$ cat src/rtl/steq_pkg.sv
package steq_pkg;

    localparam int DEF_NUM_BANDS    = 3;
    localparam int DEF_NUM_CHANNELS = 2;

    localparam int SAMPLE_W   = 16;
    localparam int COEF_W     = 20;
    localparam int SIG_W      = 32;              // Q23.8 signal path
    localparam int FRAC_BITS  = 8;
    localparam int COEF_FRAC  = 16;
    localparam int PROD_W     = COEF_W + SIG_W;  // 52
    localparam int ACC_W      = PROD_W + 4;      // five terms plus rounding
    localparam int NUM_REGS   = 6;
    localparam int MAX_BANDS  = NUM_REGS / 2;
    localparam int FF_W       = 3 * COEF_W;
    localparam int FB_W       = 2 * COEF_W;
    localparam int CFG_IDX_W  = 3;
    localparam int CFG_DATA_W = FF_W;
    localparam int PC_W       = 3;

    localparam logic [FF_W-1:0] FF_RESET = FF_W'(65536);
    localparam logic [FB_W-1:0] FB_RESET = '0;

    typedef enum logic [2:0] {CF_B0, CF_B1, CF_B2, CF_A1, CF_A2} coef_sel_t;
    typedef enum logic [2:0] {OP_X, OP_X1, OP_X2, OP_Y1, OP_Y2} opnd_sel_t;
    typedef enum logic [1:0] {JC_NONE, JC_BAND, JC_CHAN} jmp_cond_t;

    typedef struct packed {
        logic            mul_en;
        coef_sel_t       coef;
        opnd_sel_t       opnd;
        logic            sub;       // product enters the sum negated
        logic            acc_load;
        logic            acc_add;
        logic            fin;       // close the biquad: round, saturate, shift history
        logic            chan_end;  // convert channel result to a sample
        jmp_cond_t       jcond;
        logic [PC_W-1:0] jtarget;
        logic            last;      // program ends when the jump is not taken
    } ucode_t;

    localparam logic [PC_W-1:0] PC_START = '0;

    function automatic ucode_t ucode_rom(input logic [PC_W-1:0] pc);
        ucode_t w;
        w = '{mul_en: 1'b0, coef: CF_B0, opnd: OP_X, sub: 1'b0, acc_load: 1'b0,
              acc_add: 1'b0, fin: 1'b0, chan_end: 1'b0, jcond: JC_NONE,
              jtarget: PC_START, last: 1'b1};
        case (pc)
            3'd0:
            begin
                w.mul_en = 1'b1; w.coef = CF_B0; w.opnd = OP_X; w.last = 1'b0;
            end
            3'd1:
            begin
                w.mul_en = 1'b1; w.coef = CF_B1; w.opnd = OP_X1;
                w.acc_load = 1'b1; w.last = 1'b0;
            end
            3'd2:
            begin
                w.mul_en = 1'b1; w.coef = CF_B2; w.opnd = OP_X2;
                w.acc_add = 1'b1; w.last = 1'b0;
            end
            3'd3:
            begin
                w.mul_en = 1'b1; w.coef = CF_A1; w.opnd = OP_Y1; w.sub = 1'b1;
                w.acc_add = 1'b1; w.last = 1'b0;
            end
            3'd4:
            begin
                w.mul_en = 1'b1; w.coef = CF_A2; w.opnd = OP_Y2; w.sub = 1'b1;
                w.acc_add = 1'b1; w.last = 1'b0;
            end
            3'd5:
            begin
                w.fin = 1'b1; w.jcond = JC_BAND; w.jtarget = PC_START; w.last = 1'b0;
            end
            3'd6:
            begin
                w.chan_end = 1'b1; w.jcond = JC_CHAN; w.jtarget = PC_START; w.last = 1'b1;
            end
            default:
            begin
                w.last = 1'b1;
            end
        endcase
        return w;
    endfunction

endpackage

$ cat src/rtl/stereo_three_band_biquad_eq_unit.sv
// Channel   Handshake               Payload
// s_axis    s_axis_tvalid/tready    tdata: left_in[15:0], right_in[31:16]
// m_axis    m_axis_tvalid/tready    tdata: left_out[15:0], right_out[31:16]
// cfg       cfg_valid/cfg_ready     cfg_index (register 0..5), cfg_data
//
// The sequencer works on one item at a time, using the single 20x32 multiplier that
// the microprogram steps through five times per biquad, plus one finish step per
// biquad and one per channel.
// Reset (rst_n, async) gives pass-through coefficients and zero history;
// cfg_ready is low while the sequencer runs.
// The next item is taken as soon as the sequencer is idle, even while a result waits
// in the output register; the sequencer holds at its last step while that register is full.
module stereo_three_band_biquad_eq_unit
    import steq_pkg::*;
#(
    parameter int NUM_BANDS    = DEF_NUM_BANDS,
    parameter int NUM_CHANNELS = DEF_NUM_CHANNELS
)
(
    input  logic                  clk,
    input  logic                  rst_n,
    input  logic                  s_axis_tvalid,
    output logic                  s_axis_tready,
    input  logic [31:0]           s_axis_tdata,   // left_in[15:0], right_in[31:16]
    output logic                  m_axis_tvalid,
    input  logic                  m_axis_tready,
    output logic [31:0]           m_axis_tdata,   // left_out[15:0], right_out[31:16]
    input  logic                  cfg_valid,
    output logic                  cfg_ready,
    input  logic [CFG_IDX_W-1:0]  cfg_index,
    input  logic [CFG_DATA_W-1:0] cfg_data
);

    localparam int HIST_ROWS = NUM_CHANNELS * NUM_BANDS;
    localparam int ROW_W     = (HIST_ROWS > 1) ? $clog2(HIST_ROWS) : 1;
    localparam int BAND_W    = (NUM_BANDS > 1) ? $clog2(NUM_BANDS) : 1;
    localparam int CH_W      = (NUM_CHANNELS > 1) ? $clog2(NUM_CHANNELS) : 1;
    localparam int HI_LSB    = COEF_FRAC + SIG_W - 1;

    localparam logic signed [SIG_W-1:0] CLAMP_HI = SIG_W'(32767 * 256);
    localparam logic signed [SIG_W-1:0] CLAMP_LO = -SIG_W'(32768 * 256);
    localparam logic signed [SIG_W-1:0] SIG_MAX  = {1'b0, {(SIG_W-1){1'b1}}};
    localparam logic signed [SIG_W-1:0] SIG_MIN  = {1'b1, {(SIG_W-1){1'b0}}};
    localparam logic signed [ACC_W-1:0] RND_ACC  = ACC_W'(1) <<< (COEF_FRAC - 1);

    function automatic logic signed [SIG_W-1:0] widen(input logic [SAMPLE_W-1:0] s);
        return {{(SIG_W-SAMPLE_W-FRAC_BITS){s[SAMPLE_W-1]}}, s, {FRAC_BITS{1'b0}}};
    endfunction

    // clamp to 16-bit range in Q8, then drop the fraction toward zero
    function automatic logic [SAMPLE_W-1:0] to_sample(input logic signed [SIG_W-1:0] v);
        logic signed [SIG_W-1:0] c;
        logic [SAMPLE_W-1:0]     q;
        c = (v > CLAMP_HI) ? CLAMP_HI : ((v < CLAMP_LO) ? CLAMP_LO : v);
        q = c[FRAC_BITS+SAMPLE_W-1:FRAC_BITS];
        if (c[SIG_W-1] && (c[FRAC_BITS-1:0] != '0))
        begin
            q = q + SAMPLE_W'(1);
        end
        return q;
    endfunction

    logic [FF_W-1:0]          ff_reg [MAX_BANDS];
    logic [FB_W-1:0]          fb_reg [MAX_BANDS];
    logic signed [SIG_W-1:0]  hist_reg [HIST_ROWS][4];   // x1, x2, y1, y2

    logic                     busy_reg;
    logic [PC_W-1:0]          pc_reg;
    logic [BAND_W-1:0]        band_reg;
    logic [CH_W-1:0]          ch_reg;
    logic [31:0]              in_reg;
    logic signed [SIG_W-1:0]  cur_reg;
    logic signed [PROD_W-1:0] prod_reg;
    logic signed [PROD_W-1:0] prod_next;
    logic                     prod_sub_reg;
    logic signed [ACC_W-1:0]  acc_reg;
    logic [SAMPLE_W-1:0]      left_res_reg;
    logic                     m_valid_reg;
    logic [31:0]              m_data_reg;

    ucode_t                   uw;
    logic [ROW_W-1:0]         row;
    logic [FF_W-1:0]          ff_sel;
    logic [FB_W-1:0]          fb_sel;
    logic signed [COEF_W-1:0] coef;
    logic signed [SIG_W-1:0]  opnd;
    logic signed [ACC_W-1:0]  term;
    logic signed [ACC_W-1:0]  sum;
    logic [ACC_W-HI_LSB-1:0]  sum_hi;
    logic signed [SIG_W-1:0]  y_sat;
    logic                     more_bands;
    logic                     more_ch;
    logic                     out_free;
    logic                     stall;
    logic                     step;
    logic                     res_done;
    logic                     jump;
    logic [SAMPLE_W-1:0]      conv;
    logic                     in_acc;
    logic                     cfg_hit;
    logic [1:0]               cfg_band;

    assign s_axis_tready = !busy_reg;
    assign cfg_ready     = !busy_reg;
    assign m_axis_tvalid = m_valid_reg;
    assign m_axis_tdata  = m_data_reg;

    assign in_acc   = s_axis_tvalid && !busy_reg;
    assign cfg_hit  = cfg_valid && cfg_ready && (int'(cfg_index) < NUM_REGS);
    assign cfg_band = cfg_index[CFG_IDX_W-1:1];

    always_comb
    begin
        uw         = ucode_rom(pc_reg);
        row        = ROW_W'(int'(ch_reg) * NUM_BANDS + int'(band_reg));
        ff_sel     = ff_reg[band_reg];
        fb_sel     = fb_reg[band_reg];
        more_bands = band_reg != BAND_W'(NUM_BANDS - 1);
        more_ch    = ch_reg != CH_W'(NUM_CHANNELS - 1);
        out_free   = !m_valid_reg || m_axis_tready;
        stall      = uw.chan_end && !more_ch && !out_free;
        step       = busy_reg && !stall;
        res_done   = step && uw.chan_end && !more_ch;

        case (uw.coef)
            CF_B0:   coef = ff_sel[COEF_W-1:0];
            CF_B1:   coef = ff_sel[2*COEF_W-1:COEF_W];
            CF_B2:   coef = ff_sel[3*COEF_W-1:2*COEF_W];
            CF_A1:   coef = fb_sel[COEF_W-1:0];
            CF_A2:   coef = fb_sel[2*COEF_W-1:COEF_W];
            default: coef = '0;
        endcase

        case (uw.opnd)
            OP_X:    opnd = cur_reg;
            OP_X1:   opnd = hist_reg[row][0];
            OP_X2:   opnd = hist_reg[row][1];
            OP_Y1:   opnd = hist_reg[row][2];
            OP_Y2:   opnd = hist_reg[row][3];
            default: opnd = cur_reg;
        endcase

        prod_next = PROD_W'(coef) * PROD_W'(opnd);

        term   = prod_sub_reg ? -ACC_W'(prod_reg) : ACC_W'(prod_reg);
        sum    = acc_reg + term;
        sum_hi = sum[ACC_W-1:HI_LSB];
        if ((&sum_hi) || !(|sum_hi))
        begin
            y_sat = sum[HI_LSB:COEF_FRAC];
        end
        else
        begin
            y_sat = sum[ACC_W-1] ? SIG_MIN : SIG_MAX;
        end

        case (uw.jcond)
            JC_BAND: jump = more_bands;
            JC_CHAN: jump = more_ch;
            default: jump = 1'b0;
        endcase

        conv = to_sample(cur_reg);
    end

    always_ff @(posedge clk or negedge rst_n)
    begin
        if (!rst_n)
        begin
            for (int b = 0; b < MAX_BANDS; b++)
            begin
                ff_reg[b] <= FF_RESET;
                fb_reg[b] <= FB_RESET;
            end
            for (int r = 0; r < HIST_ROWS; r++)
            begin
                for (int k = 0; k < 4; k++)
                begin
                    hist_reg[r][k] <= '0;
                end
            end
            busy_reg     <= 1'b0;
            pc_reg       <= PC_START;
            band_reg     <= '0;
            ch_reg       <= '0;
            in_reg       <= '0;
            cur_reg      <= '0;
            prod_reg     <= '0;
            acc_reg      <= '0;
            left_res_reg <= '0;
            m_valid_reg  <= 1'b0;
            m_data_reg   <= '0;
            prod_sub_reg <= 1'b0;
        end
        else
        begin
            if (cfg_hit)
            begin
                if (cfg_index[0])
                begin
                    fb_reg[cfg_band] <= cfg_data[FB_W-1:0];
                end
                else
                begin
                    ff_reg[cfg_band] <= cfg_data[FF_W-1:0];
                end
                for (int c = 0; c < NUM_CHANNELS; c++)
                begin
                    for (int b = 0; b < NUM_BANDS; b++)
                    begin
                        if (int'(cfg_band) == b)
                        begin
                            for (int k = 0; k < 4; k++)
                            begin
                                hist_reg[c*NUM_BANDS+b][k] <= '0;
                            end
                        end
                    end
                end
            end

            if (res_done)
            begin
                m_valid_reg <= 1'b1;
            end
            else if (m_axis_tready)
            begin
                m_valid_reg <= 1'b0;
            end

            if (in_acc)
            begin
                busy_reg <= 1'b1;
                pc_reg   <= PC_START;
                band_reg <= '0;
                ch_reg   <= '0;
                in_reg   <= s_axis_tdata;
                cur_reg  <= widen(s_axis_tdata[SAMPLE_W-1:0]);
            end
            else if (step)
            begin
                if (uw.mul_en)
                begin
                    prod_reg     <= prod_next;
                    prod_sub_reg <= uw.sub;
                end
                if (uw.acc_load)
                begin
                    acc_reg <= RND_ACC + term;
                end
                else if (uw.acc_add)
                begin
                    acc_reg <= sum;
                end

                if (uw.fin)
                begin
                    hist_reg[row][0] <= cur_reg;
                    hist_reg[row][1] <= hist_reg[row][0];
                    hist_reg[row][2] <= y_sat;
                    hist_reg[row][3] <= hist_reg[row][2];
                    cur_reg          <= y_sat;
                    if (more_bands)
                    begin
                        band_reg <= band_reg + BAND_W'(1);
                    end
                end

                if (uw.chan_end)
                begin
                    if (more_ch)
                    begin
                        left_res_reg <= conv;
                        ch_reg       <= ch_reg + CH_W'(1);
                        band_reg     <= '0;
                        cur_reg      <= widen(in_reg[2*SAMPLE_W-1:SAMPLE_W]);
                    end
                    else
                    begin
                        m_data_reg  <= (ch_reg == '0) ? {{SAMPLE_W{1'b0}}, conv}
                                                      : {conv, left_res_reg};
                    end
                end

                if (jump)
                begin
                    pc_reg <= uw.jtarget;
                end
                else if (uw.last)
                begin
                    busy_reg <= 1'b0;
                end
                else
                begin
                    pc_reg <= pc_reg + PC_W'(1);
                end
            end
        end
    end

`ifndef SYNTHESIS
    a_out_at_end : assert property (@(posedge clk) disable iff (!rst_n)
        $rose(m_valid_reg) |-> $past(busy_reg) && !busy_reg)
        else $error("result presented outside end of program");

    a_band_range : assert property (@(posedge clk) disable iff (!rst_n)
        busy_reg |-> (int'(band_reg) < NUM_BANDS) && (int'(ch_reg) < NUM_CHANNELS))
        else $error("band or channel counter out of range");

    a_start : assert property (@(posedge clk) disable iff (!rst_n)
        s_axis_tvalid && s_axis_tready |=> busy_reg && (pc_reg == PC_START)
            && (band_reg == '0) && (ch_reg == '0))
        else $error("program did not start cleanly on accepted item");

    a_hold_full : assert property (@(posedge clk) disable iff (!rst_n)
        busy_reg && m_valid_reg && !m_axis_tready && uw.chan_end && !more_ch
            |=> busy_reg && $stable(pc_reg))
        else $error("sequencer finished while output register was full");
`endif

endmodule

$ cat config.mk
export PLATFORM = sky130hd
export DESIGN_NAME = stereo_three_band_biquad_eq_unit
export DESIGN_NICKNAME = d
export VERILOG_FILES = /design/src/rtl/steq_pkg.sv /design/src/rtl/stereo_three_band_biquad_eq_unit.sv
export SDC_FILE = /design/constraint.sdc
export NUM_CORES = 2
export LEC_CHECK = 0
export BUFFER_PORTS_ARGS = -buffer_cell sky130_fd_sc_hd__buf_2
export CAP_MARGIN = 5
export CORE_MARGIN = 1.5
export CORE_UTILIZATION = 46
export DETAILED_ROUTE_END_ITERATION = 10
export GPL_TIMING_DRIVEN = 0
export SETUP_SLACK_MARGIN = 0.15
export SLEW_MARGIN = 0
export SYNTH_ARGS = -nofsm -noshare
export SYNTH_HDL_FRONTEND = slang
export SYNTH_SLANG_ARGS = --single-unit
$ cat constraint.sdc
create_clock -name clk -period 20.5 [get_ports clk]
set_input_delay 4.1 -clock clk [delete_from_list [all_inputs] [get_ports clk]]
set_output_delay 4.1 -clock clk [all_outputs]
set_load 0.05 [all_outputs]
==> run_results.csv <==
group,metric,value,unit
timing,min_period_over_period,77.9,%
timing,rsz0062_at_grt,"no",
yosys,ys_warn_count,0,
global_route,grt_total_ovfl,0,
timing,hold_violations,0,
timing,finalHoldWorstSlack,0.482,ns
floorplan,effective_utilization_at_floorplan,46.3,%
status,outcome,"finished with violations",
timing,setup_viol_count_final,0,
yosys,postSynthAreaPerCell,9.60,um^2
critical_path,timing.critical_path.slowest_cell_delay,1.19,ns
detailed_routing,wl_per_cell,30.4,um
critical_path,rr_startpoint,"ch_reg$_DFFE_PN0P_",
critical_path,worstPathRequired,21.12,ns
clock_network,clock_path_buffers,3,
timing,fin_worst_skew,0.0654,ns
finish,layout.cells.most_common_list,"dfrtp_1 (1278), nand2_1 (1019), inv_1 (815)",
global_route,grt_start_max_net_pins,167,
status,violations_in_the_final_reports,"capacitance limit, slew limit",
place,gpl.final_weighted_congestion,1.09,
timing,report.final.slew_viol_count,57,
yosys,net_count_after_synthesis,9895,
place,post-dp-hpwl,275,mm
critical_path,worst_path_max_delay_cell,"clkbuf_1",
detailed_routing,antenna_violating_nets_post_route,0,
timing,fmax,0.0626,GHz
detailed_routing,post-route-drc-count,0,
global_route,wire_length_of_the_first_global_routing_pass,521,mm
finish,area_growth,11.0,%
place,numPortBuffers,133,
yosys,seq_area_frac_synth,37.3,%
critical_path,critical_path_arrival,16.59,ns
clock_network,post_cts.repair.setup_buffers,0,
critical_path,start_kind,"flip-flop",
yosys,number_of_enable_flip_flop_cells_after_synthesis,0,
yosys,yosys.cell_types.count,96,
floorplan,die_w,435,um
clock_network,clock_sink_count,1281,
detailed_routing,routed-via-count,75000,
run,number_of_maximum_capacitance_constraint_violations,4,
clock_network,clkLatencyLatePin,0.82,ns
clock_network,clkTransAtPathRegs,0.06,ns
floorplan,die_y,435,um
yosys,postSynthRegisterBits,1281,
critical_path,worst_r2r_endpoint,"prod_reg[51]$_DFFE_PN0P_",
global_route,vias_in_the_first_global_route,74000,
finish,num-nets-final,10200,
timing,tns,0,ns
detailed_routing,detail_route.iter0.violations,10300,
detailed_routing,drt_pass1_iterations,9,
global_route,track_usage,37.8,%
timing,post_layout_min_period,15.97,ns
clock_network,htreeDepth,4,
finish,num-fill-cells,17200,
finish,largest_register_ff_count,768,
floorplan,design.portCount,135,
critical_path,crit_start,"ch_reg$_DFFE_PN0P_",
clock_network,root_buffer,"clkbuf_16",
critical_path,critical_path_peak_fanout,10,
yosys,synthFlopType,"dfrtp_1",
place,place.detailed.instances,11600,
critical_path,setup.reg_to_reg.worst_slack,4.53,ns
floorplan,fp-row-count,158,
yosys,synth_async_sr_flop_share,100,%
detailed_routing,vias_per_cell,6.30,
finish,layout_commonest_cell,"dfrtp_1",
global_route,antenna_found_initial,19,
finish,post_layout_nonfiller_instances,11900,
yosys,postSynthCellCount,8956,
worst_hold_path,min_path_type,"reg -> reg",
critical_path,reg2reg_depth,37,
critical_path,cp-endpoint,"prod_reg[51]$_DFFE_PN0P_",
critical_path,cp_capture_type,"flip-flop",
finish,layout-drive-gt1-share,11.6,%
clock_network,postCtsResizedCells,0,
timing,relSlewSlack,-17.3,%
clock_network,post_cts_hold_buffer_count,0,
critical_path,timing_worst_setup_path_type,"reg -> reg",
clock_network,cts_tree,"yes",
timing,max_slew.worst_pin.slew,1.76,ns
clock_network,tritoncts.num_buffers,142,
detailed_routing,totalWireLength,361,mm
floorplan,die_footprint,190000,um^2
critical_path,path_common_cell,"fa_1",
yosys,mappedNetlistArea,86000,um^2
floorplan,floorplan_core_area,186000,um^2
layer usage:
metal | wire length (um) | global-route usage (%) | vias up
met3 | 44200 | 12.2 | 1139
li1 | - | - | 31100
met4 | 28200 | 24.7 | 12
met5 | 96 | 0 | -
met1 | 136000 | 48.7 | 38000
met2 | 153000 | 54.5 | 4733
metrics by stage:
step	util [%]	instance area, um^2	setup slack [ns]
after global routing	51.4	95400	4.27
after floorplan	-	86000	9.90
after global placement	48.3	89700	-13.01
final	51.4	95400	4.53
after CTS	51.3	95300	5.07
after detailed placement	48.8	90600	5.18
synthesized netlist by cell type (24+ instances only):
| library cell | instances | area [um^2] |
|---|---|---|
| nor4_1 | 27 | 169 |
| nor2_1 | 594 | 2230 |
| inv_1 | 815 | 3060 |
| nand2b_1 | 30 | 188 |
| a22oi_1 | 107 | 803 |
| mux2_2 | 448 | 5040 |
| xnor2_1 | 129 | 1130 |
| o21ai_0 | 800 | 4000 |
| mux4_2 | 87 | 1960 |
| xor2_1 | 68 | 596 |
| nand4_1 | 35 | 219 |
| buf_1 | 85 | 319 |
| o221ai_1 | 46 | 403 |
| a21oi_1 | 631 | 3160 |
| buf_2 | 25 | 125 |
| nor3_1 | 38 | 190 |
| o211ai_1 | 37 | 278 |
| ha_1 | 200 | 2500 |
| clkbuf_1 | 521 | 1960 |
| nand3_1 | 546 | 2730 |
| fa_1 | 639 | 12800 |
| dfrtp_1 | 1278 | 32000 |
| a21o_1 | 46 | 345 |
| o22ai_1 | 36 | 225 |
| nor2b_1 | 39 | 244 |
| mux2i_1 | 166 | 1660 |
| nand2_1 | 1019 | 3820 |
| o31ai_1 | 24 | 180 |
cells by family after synthesis:
logic type,share of synthesized area (%)
simple gates,12.6
compound gates,13.8
buf+inv,6.43
flops,37.3
fa+ha+maj,17.8
mux,10.1
xor+xnor,2.01
critical path, delay by kind of cell, from the launching register on:
kind	cells	cell delay, ns
adders and majority gates	9	4.17
xor gates and xnor gates	1	0.27
DFF	1	0.51
muxes	1	0.41
and+or+nand+nor	4	0.58
buffers and inverters	11	5.78
AOI/OAI and AO/OA	11	3.97
worst min path at each step:
| stage | startpoint | end | slack (ns) | cells after the start |
|---|---|---|---|---|
| after floorplan | left_res_reg[0]$_DFFE_PN0P_ | left_res_reg[0]$_DFFE_PN0P_ | 0.44 | 2 |
| after global placement | left_res_reg[13]$_DFFE_PN0P_ | left_res_reg[13]$_DFFE_PN0P_ | 0.46 | 2 |
| after detailed placement | left_res_reg[13]$_DFFE_PN0P_ | left_res_reg[13]$_DFFE_PN0P_ | 0.47 | 2 |
| after CTS | left_res_reg[13]$_DFFE_PN0P_ | left_res_reg[13]$_DFFE_PN0P_ | 0.48 | 2 |
| after global routing | fb_reg[52]$_DFFE_PN0P_ | fb_reg[52]$_DFFE_PN0P_ | 0.51 | 1 |
| final | left_res_reg[13]$_DFFE_PN0P_ | left_res_reg[13]$_DFFE_PN0P_ | 0.48 | 2 |
area by class of cell:
cell class	count	area [um^2]	share of cell area, %
timing repair buffer	203	1510	1.59
multi-input combinational	6219	48500	50.9
tap	2480	3100	3.25
inverter	817	3070	3.21
clock inverter	42	497	0.521
antenna	7	17.5	0.0184
clock buffer	201	4140	4.34
buffer	639	2480	2.60
sequential	1281	32100	33.6
Power is not shown: default switching activity piles up to over one toggle a cycle in this logic, so the estimate is an artifact.
